==> src/gvpe_pkg.sv <==
// Shared types, constants and GF(256) helpers for the Vandermonde parity encoder.
package gvpe_pkg;

  localparam int unsigned MAX_DATA   = 8;
  localparam int unsigned MAX_PARITY = 4;

  // Field polynomial x^8+x^4+x^3+x^2+1 and the carry-out bit it clears.
  localparam logic [8:0] GF_POLY  = 9'h11D;
  localparam logic [8:0] GF_CARRY = 9'h100;

  localparam logic [3:0] DATA_SHARDS_RST   = 4'd4;
  localparam logic [2:0] PARITY_SHARDS_RST = 3'd2;

  // Register index decoded from the APB address.
  localparam logic REG_DATA_SHARDS   = 1'b0;
  localparam logic REG_PARITY_SHARDS = 1'b1;

  typedef logic [7:0] byte_t;

  typedef struct packed {
    byte_t data_byte_0;
    byte_t data_byte_1;
    byte_t data_byte_2;
    byte_t data_byte_3;
    byte_t data_byte_4;
    byte_t data_byte_5;
    byte_t data_byte_6;
    byte_t data_byte_7;
  } in_req_t;

  typedef struct packed {
    byte_t parity_byte_0;
    byte_t parity_byte_1;
    byte_t parity_byte_2;
    byte_t parity_byte_3;
  } out_req_t;

  typedef byte_t [MAX_PARITY-1:0] coef_col_t;
  typedef coef_col_t [MAX_DATA-1:0] coef_mat_t;
  typedef byte_t [MAX_DATA-1:0][MAX_DATA-1:0] pow_row_t;
  typedef byte_t [15:0][MAX_DATA-1:0] pow_tbl_t;

  // Shift-and-add multiply with reduction after every shift.
  function automatic byte_t gf_mul(byte_t a, byte_t b);
    logic [8:0] x;
    byte_t      acc;
    acc = '0;
    x   = {1'b0, a};
    for (int i = 0; i < 8; i++) begin
      if (b[i]) begin
        acc = acc ^ x[7:0];
      end
      x = {x[7:0], 1'b0};
      if ((x & GF_CARRY) != 9'h000) begin
        x = x ^ GF_POLY;
      end
    end
    return acc;
  endfunction

  // Powers base^d for every 4-bit base, built at elaboration.
  function automatic pow_tbl_t gen_pow_tbl();
    pow_tbl_t t;
    byte_t    c;
    for (int b = 0; b < 16; b++) begin
      c = 8'h01;
      for (int d = 0; d < MAX_DATA; d++) begin
        t[b][d] = c;
        c = gf_mul(c, byte_t'(b));
      end
    end
    return t;
  endfunction

  localparam pow_tbl_t POW_TBL = gen_pow_tbl();

  // Coefficient matrix for the given register values; unused entries are zero.
  function automatic coef_mat_t coef_matrix(logic [3:0] data_shards, logic [2:0] parity_shards);
    coef_mat_t  m;
    logic [3:0] k;
    logic [2:0] np;
    logic [3:0] base;
    k  = (data_shards == 4'd0) ? 4'd1 :
         (data_shards > 4'(MAX_DATA)) ? 4'(MAX_DATA) : data_shards;
    np = (parity_shards == 3'd0) ? 3'd1 :
         (parity_shards > 3'(MAX_PARITY)) ? 3'(MAX_PARITY) : parity_shards;
    for (int d = 0; d < MAX_DATA; d++) begin
      for (int p = 0; p < MAX_PARITY; p++) begin
        base = k + 4'(p) + 4'd1;
        if ((4'(d) < k) && (3'(p) < np)) begin
          m[d][p] = POW_TBL[base][d];
        end else begin
          m[d][p] = 8'h00;
        end
      end
    end
    return m;
  endfunction

endpackage

==> src/gf256_vandermonde_parity_encoder_core.sv <==
// Top level of the GF(256) Vandermonde parity encoder with APB configuration.
//
//   Channel   Direction   Handshake                 Payload
//   in        request in  in_valid_i / in_stall_o   in_data_i  (gvpe_pkg::in_req_t)
//   out       request out out_valid_o / out_stall_i out_data_o (gvpe_pkg::out_req_t)
//   config    APB slave   psel / penable / pready   paddr, pwdata, prdata
//
// The block takes one request per cycle while in_stall_o is low and passes
// each through an input register, the lane multiplier register and the
// merge (XOR) output register.
// Reset clears the pipeline valid bits and loads four data shards and two
// parity shards; no clearing pass is needed.
// A stall on the output holds the output register and backs up through the
// pipeline; a request is still taken while any stage ahead of it has room.
//
// Each of the eight data lanes multiplies its byte by its column of the
// coefficient matrix (one GF(256) multiplier per parity shard). The merge
// stage XORs the lane products per parity shard. The coefficient matrix is
// kept in registers and refreshed from the shard counts every cycle; unused
// data lanes and unused parity shards have zero coefficients, which makes
// ignored bytes drop out and unused parity bytes read as zero.
module gf256_vandermonde_parity_encoder_core (
  input  logic               clk_i,
  input  logic               rst_ni,

  input  logic               in_valid_i,
  output logic               in_stall_o,
  input  gvpe_pkg::in_req_t  in_data_i,

  output logic               out_valid_o,
  input  logic               out_stall_i,
  output gvpe_pkg::out_req_t out_data_o,

  input  logic               psel,
  input  logic               penable,
  input  logic               pwrite,
  input  logic [2:0]         paddr,
  input  logic [31:0]        pwdata,
  output logic [31:0]        prdata,
  output logic               pready
);
  import gvpe_pkg::*;

  localparam int unsigned NUM_STAGES = 3;

  // Configuration registers.
  logic [3:0] data_shards_d, data_shards_q;
  logic [2:0] parity_shards_d, parity_shards_q;
  logic       cfg_write;
  logic       reg_sel;

  // Pipeline control: stage 0 input register, stage 1 lane products,
  // stage 2 merged output.
  logic [NUM_STAGES-1:0] valid_d, valid_q;
  logic [NUM_STAGES-1:0] adv;
  logic                  in_accept;

  in_req_t   in_q;
  byte_t     lane_data [MAX_DATA];
  coef_mat_t coef;
  coef_mat_t prod;

  // ---------------------------------------------------------------------
  // APB register port. The register index is the address divided by four.
  // ---------------------------------------------------------------------
  assign pready    = 1'b1;
  assign cfg_write = psel && penable && pwrite && pready;
  assign reg_sel   = paddr[2];

  always_comb begin
    data_shards_d   = data_shards_q;
    parity_shards_d = parity_shards_q;
    if (cfg_write) begin
      case (reg_sel)
        REG_DATA_SHARDS:   data_shards_d   = pwdata[3:0];
        REG_PARITY_SHARDS: parity_shards_d = pwdata[2:0];
        default: ;
      endcase
    end
  end

  always_comb begin
    case (reg_sel)
      REG_DATA_SHARDS:   prdata = {28'd0, data_shards_q};
      REG_PARITY_SHARDS: prdata = {29'd0, parity_shards_q};
      default:           prdata = 32'd0;
    endcase
  end

  always_ff @(posedge clk_i or negedge rst_ni) begin
    if (!rst_ni) begin
      data_shards_q   <= DATA_SHARDS_RST;
      parity_shards_q <= PARITY_SHARDS_RST;
    end else begin
      data_shards_q   <= data_shards_d;
      parity_shards_q <= parity_shards_d;
    end
  end

  // ---------------------------------------------------------------------
  // Pipeline handshake. A stage moves when it is empty or the stage after
  // it moves; the last stage moves when the output is not stalled.
  // ---------------------------------------------------------------------
  assign adv[2]     = !valid_q[2] || !out_stall_i;
  assign adv[1]     = !valid_q[1] || adv[2];
  assign adv[0]     = !valid_q[0] || adv[1];
  assign in_stall_o = !adv[0];
  assign in_accept  = in_valid_i && adv[0];

  always_comb begin
    valid_d    = valid_q;
    if (adv[0]) begin
      valid_d[0] = in_valid_i;
    end
    if (adv[1]) begin
      valid_d[1] = valid_q[0];
    end
    if (adv[2]) begin
      valid_d[2] = valid_q[1];
    end
  end

  always_ff @(posedge clk_i or negedge rst_ni) begin
    if (!rst_ni) begin
      valid_q <= '0;
    end else begin
      valid_q <= valid_d;
    end
  end

  // The input register lets a shard-count write settle into the coefficient
  // matrix before the first request after it reaches the multipliers.
  always_ff @(posedge clk_i) begin
    if (in_accept) begin
      in_q <= in_data_i;
    end
  end

  assign lane_data[0] = in_q.data_byte_0;
  assign lane_data[1] = in_q.data_byte_1;
  assign lane_data[2] = in_q.data_byte_2;
  assign lane_data[3] = in_q.data_byte_3;
  assign lane_data[4] = in_q.data_byte_4;
  assign lane_data[5] = in_q.data_byte_5;
  assign lane_data[6] = in_q.data_byte_6;
  assign lane_data[7] = in_q.data_byte_7;

  gvpe_coef u_coef (
    .clk_i           (clk_i),
    .rst_ni          (rst_ni),
    .data_shards_i   (data_shards_q),
    .parity_shards_i (parity_shards_q),
    .coef_o          (coef)
  );

  for (genvar d = 0; d < MAX_DATA; d++) begin : g_lane
    gvpe_lane u_lane (
      .clk_i  (clk_i),
      .en_i   (adv[1] && valid_q[0]),
      .data_i (lane_data[d]),
      .coef_i (coef[d]),
      .prod_o (prod[d])
    );
  end

  gvpe_merge u_merge (
    .clk_i    (clk_i),
    .en_i     (adv[2] && valid_q[1]),
    .prod_i   (prod),
    .parity_o (out_data_o)
  );

  assign out_valid_o = valid_q[2];

  // ---------------------------------------------------------------------
  // Assertions.
  // ---------------------------------------------------------------------
  // An accepted request always lands in the input register.
  a_accept_lands: assert property (@(posedge clk_i) disable iff (!rst_ni)
    in_accept |=> valid_q[0])
    else $error("accepted request did not enter the input register");

  // The input side only stalls while every pipeline stage is occupied.
  a_stall_full: assert property (@(posedge clk_i) disable iff (!rst_ni)
    in_stall_o |-> valid_q[0] && valid_q[1] && valid_q[2])
    else $error("input stalled with room in the pipeline");

  // Shard 0 always feeds parity shard 0 with coefficient one.
  a_coef_unit: assert property (@(posedge clk_i) disable iff (!rst_ni)
    coef[0][0] == 8'h01)
    else $error("leading coefficient is not one");

  // A stalled result in the output register moves nowhere and nothing drops.
  a_no_drop: assert property (@(posedge clk_i) disable iff (!rst_ni)
    valid_q[2] && out_stall_i && valid_q[1] |=> valid_q[2] && valid_q[1])
    else $error("pipeline dropped a result while stalled");

endmodule

==> src/gvpe_coef.sv <==
// Coefficient matrix register derived from the shard-count registers.
module gvpe_coef (
  input  logic              clk_i,
  input  logic              rst_ni,
  input  logic [3:0]        data_shards_i,
  input  logic [2:0]        parity_shards_i,
  output gvpe_pkg::coef_mat_t coef_o
);
  import gvpe_pkg::*;

  coef_mat_t coef_d, coef_q;

  // The user must change the counts only while the pipeline is empty; this
  // is not enforced. The matrix follows the counts in the next cycle.
  assign coef_d = coef_matrix(data_shards_i, parity_shards_i);

  always_ff @(posedge clk_i or negedge rst_ni) begin
    if (!rst_ni) begin
      coef_q <= coef_matrix(DATA_SHARDS_RST, PARITY_SHARDS_RST);
    end else begin
      coef_q <= coef_d;
    end
  end

  assign coef_o = coef_q;

endmodule

==> src/gvpe_lane.sv <==
// One data-shard lane: multiplies its byte by each parity coefficient.
module gvpe_lane (
  input  logic                clk_i,
  input  logic                en_i,
  input  gvpe_pkg::byte_t     data_i,
  input  gvpe_pkg::coef_col_t coef_i,
  output gvpe_pkg::coef_col_t prod_o
);
  import gvpe_pkg::*;

  coef_col_t prod_d, prod_q;

  always_comb begin
    for (int p = 0; p < MAX_PARITY; p++) begin
      prod_d[p] = gf_mul(coef_i[p], data_i);
    end
  end

  always_ff @(posedge clk_i) begin
    if (en_i) begin
      prod_q <= prod_d;
    end
  end

  assign prod_o = prod_q;

endmodule

==> src/gvpe_merge.sv <==
// Merge stage: XORs the lane products into the registered parity bytes.
module gvpe_merge (
  input  logic                clk_i,
  input  logic                en_i,
  input  gvpe_pkg::coef_mat_t prod_i,
  output gvpe_pkg::out_req_t  parity_o
);
  import gvpe_pkg::*;

  coef_col_t sum_d;
  out_req_t  parity_q;

  always_comb begin
    sum_d = '0;
    for (int d = 0; d < MAX_DATA; d++) begin
      sum_d = sum_d ^ prod_i[d];
    end
  end

  always_ff @(posedge clk_i) begin
    if (en_i) begin
      parity_q.parity_byte_0 <= sum_d[0];
      parity_q.parity_byte_1 <= sum_d[1];
      parity_q.parity_byte_2 <= sum_d[2];
      parity_q.parity_byte_3 <= sum_d[3];
    end
  end

  assign parity_o = parity_q;

endmodule

==> config.mk <==
export PLATFORM = sky130hd
export DESIGN_NAME = gf256_vandermonde_parity_encoder_core
export DESIGN_NICKNAME = d
export VERILOG_FILES = /design/src/gvpe_pkg.sv /design/src/gf256_vandermonde_parity_encoder_core.sv /design/src/gvpe_coef.sv /design/src/gvpe_lane.sv /design/src/gvpe_merge.sv
export SDC_FILE = /design/constraint.sdc
export NUM_CORES = 2
export LEC_CHECK = 0
export BUFFER_PORTS_ARGS = -buffer_cell sky130_fd_sc_hd__buf_2
export CAP_MARGIN = 25
export CORE_ASPECT_RATIO = 1.1
export CORE_UTILIZATION = 69
export CTS_CLUSTER_SIZE = 30
export DETAILED_ROUTE_END_ITERATION = 8
export PLACE_DENSITY = 0.95
export SETUP_SLACK_MARGIN = 0.2
export SKIP_LAST_GASP = 1
export SLEW_MARGIN = 20
export SYNTH_ARGS = -nofsm -noshare
export SYNTH_HDL_FRONTEND = slang
export SYNTH_SLANG_ARGS = --single-unit
==> constraint.sdc <==
create_clock -name clk_i -period 17 [get_ports clk_i]
set_clock_uncertainty 0.1 [all_clocks]
set_input_delay 1.7 -clock clk_i [delete_from_list [all_inputs] [get_ports clk_i]]
set_output_delay 1.7 -clock clk_i [all_outputs]
set_load 0.005 [all_outputs]
## Yosys cells after proc, flatten, opt, wreduce, memory -nomap -nowiden

Memories as Yosys holds them, arrays and structs flattened.
Cells that the tools add are included.
W data, S select, Z words.

| word-level totals | value |
|---|---|
| register bits | 618 |
| bits of input ports | 106 |
| memory bits (read-only) | 4096 |
| output and inout port bits | 67 |
| logic and storage cells | 1135 |
| memories | 4 |

| operators by class | value |
|---|---|
| reductions and logical operators | 49 |
| order comparisons | 18 |
| $add $sub $neg | 6 |
| mux-type cells | 521 |
| bitwise gates (word level) | 456 |

Memories:

| name | depth | bits a word | read ports | clocked after memory_dff | wr ports | line | RTL |
|---|---|---|---|---|---|---|---|
| (name not given) | 16 | 64 | 1 | 0 | 0 | gvpe_pkg.sv:91 | `m[d][p] = POW_TBL[base][d];` |
| (name not given) | 16 | 64 | 1 | 0 | 0 | gvpe_pkg.sv:91 |  |
| (name not given) | 16 | 64 | 1 | 0 | 0 | gvpe_pkg.sv:91 |  |
| (name not given) | 16 | 64 | 1 | 0 | 0 | gvpe_pkg.sv:91 |  |

Operators by type and width:

| cell | number |
|---|---|
| $mux W8 | 288 |
| $xor A8 B8 Y8 | 224 |
| $mux W5 | 224 |
| $not A4 Y4 | 224 |
| $mux W64 | 4 |
| $xor A32 B32 Y32 | 7 |
| $pmux W32 S2 | 1 |
| $logic_and A1 B1 Y1 | 37 |
| $lt A4 B5 Y1 const B | 4 |
| $add A4 B1 Y4 const B | 4 |
| $lt A3 B4 Y1 const A | 4 |
| $add A4 B2 Y4 const B | 2 |
| $lt A1 B4 Y1 const A | 2 |
| $lt A2 B4 Y1 const A | 2 |
| $mux W4 | 2 |
| $lt A1 B3 Y1 const A | 2 |
| $lt A2 B3 Y1 const A | 2 |
| $mux W3 | 2 |
| $logic_not A1 Y1 | 5 |
| $gt A4 B4 Y1 const B | 1 |
| $logic_not A4 Y1 | 1 |
| $reduce_and A2 Y1 | 2 |
| $gt A3 B3 Y1 const B | 1 |
| $logic_not A3 Y1 | 1 |
| 2 further kinds | 4 |

## Longest topological paths before layout

| depth | value |
|---|---|
| word-level depth | 16 |
| gate-level depth with buffers | 18 |
| mapped depth without buffers | 12 |

## Hierarchy

From an unflattened synthesis, not the netlist that was laid out.

| second synthesis, totals | value |
|---|---|
| cells, all modules | 7261 |
| area, all modules | 60170.2 µm² |

Modules (own cells, without submodules):

| module | times used | sequential area each (µm²) | cells an instance | area an instance (µm²) |
|---|---|---|---|---|
| gvpe_lane | 8 | 960.9 | 763 | 5806.8 |
| gvpe_coef | 1 | 4526.8 | 774 | 8180.3 |
| gvpe_merge | 1 | 960.9 | 256 | 2922.8 |
| gf256_vandermonde_parity_encoder_core | 1 | 2174.6 | 127 | 2612.5 |

## Worst setup path before layout

Ideal clock, no wire load.

| timing | value |
|---|---|
| kind | input -> register |
| start | input port out_stall_i |
| end | register g_lane[0].u_lane.prod_q, in the netlist g_lane[0].u_lane.prod_o[0], enable pin |
| data required time | 16251 ps |
| arrival time | 7592 ps |
| slack | 8659 ps |
| stages | 2 |
| cell sequence | nand3_1 -> and2_1 |

| between the ends | value |
|---|---|
| cells in the longest elaborated chain, start to end | 4 |

Ends and longest elaborated chain:

| element | line | RTL |
|---|---|---|
| start, declared | gf256_vandermonde_parity_encoder_core.sv:31 | `input logic out_stall_i,` |
| $logic_not A1 Y1 | gf256_vandermonde_parity_encoder_core.sv:104 | `assign adv[2] = !valid_q[2] \|\| !out_stall_i;` |
| $logic_or A1 B1 Y1 | gf256_vandermonde_parity_encoder_core.sv:104 |  |
| $logic_or A1 B1 Y1 | gf256_vandermonde_parity_encoder_core.sv:105 | `assign adv[1] = !valid_q[1] \|\| adv[2];` |
| $logic_and A1 B1 Y1 | gf256_vandermonde_parity_encoder_core.sv:159 | `.en_i (adv[1] && valid_q[0]),` |
| named net g_lane[0].u_lane.en_i | gvpe_lane.sv:4 | `input logic en_i,` |
| end signal, assigned | gvpe_lane.sv:21 | `prod_q <= prod_d;` |
| end, declared | gvpe_lane.sv:11 | `coef_col_t prod_d, prod_q;` |

The timed path passes the listed nets, and every way through them passes these cells.
A chain may end at the register's enable or synchronous reset.

==> results by group <==
CTS
  – Clock buffer depth: 3
  – Gates resized, CTS repair: 0
  – CTS tree: built
  – Clock transition at path regs: 0.07 ns
  – Htree depth: 2
  – Clock Root Buffer: clkbuf_16
  – Hold buffers post-CTS: 0
  – Clk_lat worst skew: 0.70 ns
  – Setup repair bufs after CTS: 0
  – CTS Buf Count: 57
  – TritonCTS Sinks: 542

STA
  – Final Max Tran Viols: 0
  – Crit share post-route: 29.6%
  – RSZ-0062 raised after global routing: false
  – F_max: 199 MHz
  – Slew HR: 18.8%
  – Final Critical Period: 5.04 ns
  – Worst-Margin Slew: 1.21 ns
  – Setup TNS Final: 0 ns
  – Final Hold Vio Count: 0
  – Final Setup Violations: 0
  – Final hold slack: 0.422 ns

Final layout
  – Commonest cells after routing, fill and taps aside: xnor2_1 (1286), nand2_1 (1135), xor2_1 (456)
  – Most common cell after layout, fill and taps aside: xnor2_1
  – FF+latch area: 15400 µm²
  – Nets: 5342
  – Number of fillers in the final layout: 4313
  – Area of the multi-input gates: 29600 µm²
  – Area grow syn2layout: 4.35%
  – Non-Filler Instances: 6172
  – Diode count: 0
  – Layout cells sized above 1: 7.82%

Worst setup path
  – CP max-delay cell: dfstp_2
  – CP Max Fanout: 17
  – CP max stage delay: 0.84 ns
  – Crit end category: flip-flop
  – FF-to-FF setup slack: 11.96 ns
  – CP Class: flip-flop to flip-flop
  – RR Startpoint: data_shards_q[2]
  – Cell Chain, Critical Path: o21ba_2, nor2_2, buf_4, inv_1, buf_4, ha_1, inv_1, ha_1, inv_1, o21ai_0, a21oi_1
  – Worst setup path start: data_shards_q[2]
  – Crit path DAT: 5.45 ns
  – Req. time, crit path: 17.42 ns
  – Worst r2r dst: u_coef.coef_o[235]
  – R2R cell count: 11
  – Startpoint Class: flip-flop
  – Worst setup endpoint: u_coef.coef_o[235]
  – Most frequent CP cell: inv_1

Logic synthesis
  – Cell variety after synth: 79
  – Asr flop ratio synth: 35.1%
  – Post-synth EDFFs: 352
  – Top cells by area in the synthesized netlist: xnor2_1 (24%), edfxtp_1 (22%), nand2_1 (9.0%), dfrtp_1 (9.0%), xor2_1 (8.4%)
  – Largest area contributor in the netlist: xnor2_1
  – Prevailing post-synth register cell: edfxtp_1
  – Cells after Synth: 5421
  – Syn_area_per_cell: 8.75 µm²
  – Yosys warning count: 0
  – Sequential area share after synthesis: 32.4%
  – Share of the synthesized area in the top cell type: 23.8%
  – Yosys reg bits: 542
  – Synth Cell Area: 47400 µm²

Routing
  – Vias: 39700
  – Drt pass-1 iters: 9
  – DRC viols: 9
  – Final ANT Viol Nets: 0
  – DR vias/cell: 6.44
  – DRT iter0 DRCs: 6317
  – Routed length per instance: 22.8 µm
  – Total Routed Length: 141000 µm

Global route
  – Grt met2 use: 61.3%
  – Initial antenna violation count: 2
  – Vias in the first global route: 38100
  – First-pass GRT wire length: 216000 µm
  – Met3 Use GR: 11.1%
  – Overflow after GRT: 0
  – Total global-route track usage: 39.7%
  – Grt peak-use layer: met2
  – Pin count of the biggest net entering global routing: 119
  – GR Util met1: 48.2%

Job
  – Number of max-cap violations: 0

Die
  – Die ar.: 69800 µm²
  – DIE HEIGHT: 277 µm
  – Site row count: 100
  – Io pins: 173
  – Die extent in x: 252 µm
  – Core footprint: 67800 µm²
  – Initial Util: 69.9%

Status
  – Failing checks: design-rule violations
  – Status: finished, violations left

Placement
  – Routability cong.: 0.983
  – PortBufs: 113
  – DP Wirelength: 91100 µm
  – Dpl cells: 6058

Power and ir drop
  – Pwr Density: 239 nW/µm²
  – Lkg Pwr: 18.1 nW
  – VDD IR max: 0.107 mV

Worst hold path
  – Hold Path Class: flip-flop to flip-flop
power breakdown:
part	internal (mW)	total, mW	switching (mW)
sequential	2.31	3.10	0.796
clock	0.717	1.32	0.604
combinational	3.18	7.42	4.24
total	6.20	11.8	5.64
stage by stage:
stage,util [%],setup WS [ns],power (mW),area (µm²)
floorplan,-,8.66,8.29,47500
global placement,69.9,12.42,9.80,47400
detailed placement,69.9,12.36,10.1,47400
CTS,72.8,12.32,11.5,49400
global route,73.0,11.90,12.2,49500
finish,73.0,11.96,11.8,49500
cells by family (layout without fill, tap and decap cells):
kind of cell	count (synthesis)	count (layout)	share of synthesized area [%]
xor+xnor	1803	1803	34.6
mux	119	119	2.65
flops	542	542	32.4
buf+inv	559	363	5.54
compound gates	695	695	9.21
simple gates	1670	1670	14.7
fa+ha+maj	31	31	0.834
other cells	2	31	0.0158
area by class of cell:
| class | instances | share of cell area [%] |
|---|---|---|
| multi-input combinational | 4349 | 59.8 |
| inverter | 72 | 0.546 |
| sequential | 542 | 31.0 |
| timing repair buffer | 183 | 2.38 |
| clock inverter | 32 | 0.597 |
| tap | 918 | 2.32 |
| clock buffer | 76 | 3.36 |
Yosys cell counts, drive strengths merged, types with 12 or more instances:
cell type / instances
a211oi: 30
a21oi: 196
a22oi: 102
a31oi: 17
a32oi: 28
and2: 46
buf: 274
clkbuf: 213
dfrtp: 170
dfstp: 20
edfxtp: 352
ha: 30
inv: 66
mux2: 41
mux2i: 77
nand2: 1135
nand2b: 68
nand3: 42
nor2: 213
nor2b: 68
nor3: 48
nor3b: 12
o211ai: 16
o21ai: 181
o22ai: 27
xnor2: 1300
xnor3: 14
xor2: 485
per-layer routing:
layer	wire length (µm)	up-vias
met4	11800	4
met5	27	-
li1	-	17100
met1	47200	18500
met2	62200	3314
met3	19700	865
worst min-delay path by stage:
stage / from / to / cells after the start
final: valid_q[1] / valid_q[2] / 1
after global routing: valid_q[1] / valid_q[2] / 1
after CTS: valid_q[0] / valid_q[1] / 1
after detailed placement: valid_q[0] / valid_q[1] / 1
after global placement: valid_q[0] / valid_q[1] / 1
after floorplan: valid_q[0] / valid_q[1] / 1
sequential cells by signal, summed over array words and instances, names as in the netlist:
signal / flops
parity_shards_q: 3
u_coef.coef_o: 180
data_shards_q: 4
in_q: 64
u_merge.parity_o: 32
g_lane.u_lane.prod_o: 256
valid_q: 3
worst max-delay path, delay by kind of cell (launching register included):
| family | cells | cell delay, ns |
|---|---|---|
| buffers and inverters | 5 | 1.72 |
| AOI/OAI and AO/OA | 3 | 0.93 |
| and+or+nand+nor | 1 | 0.04 |
| adders and majority gates | 2 | 1.21 |
| DFF | 1 | 0.84 |
No activity file was read; power rests on OpenSTA's default activity.
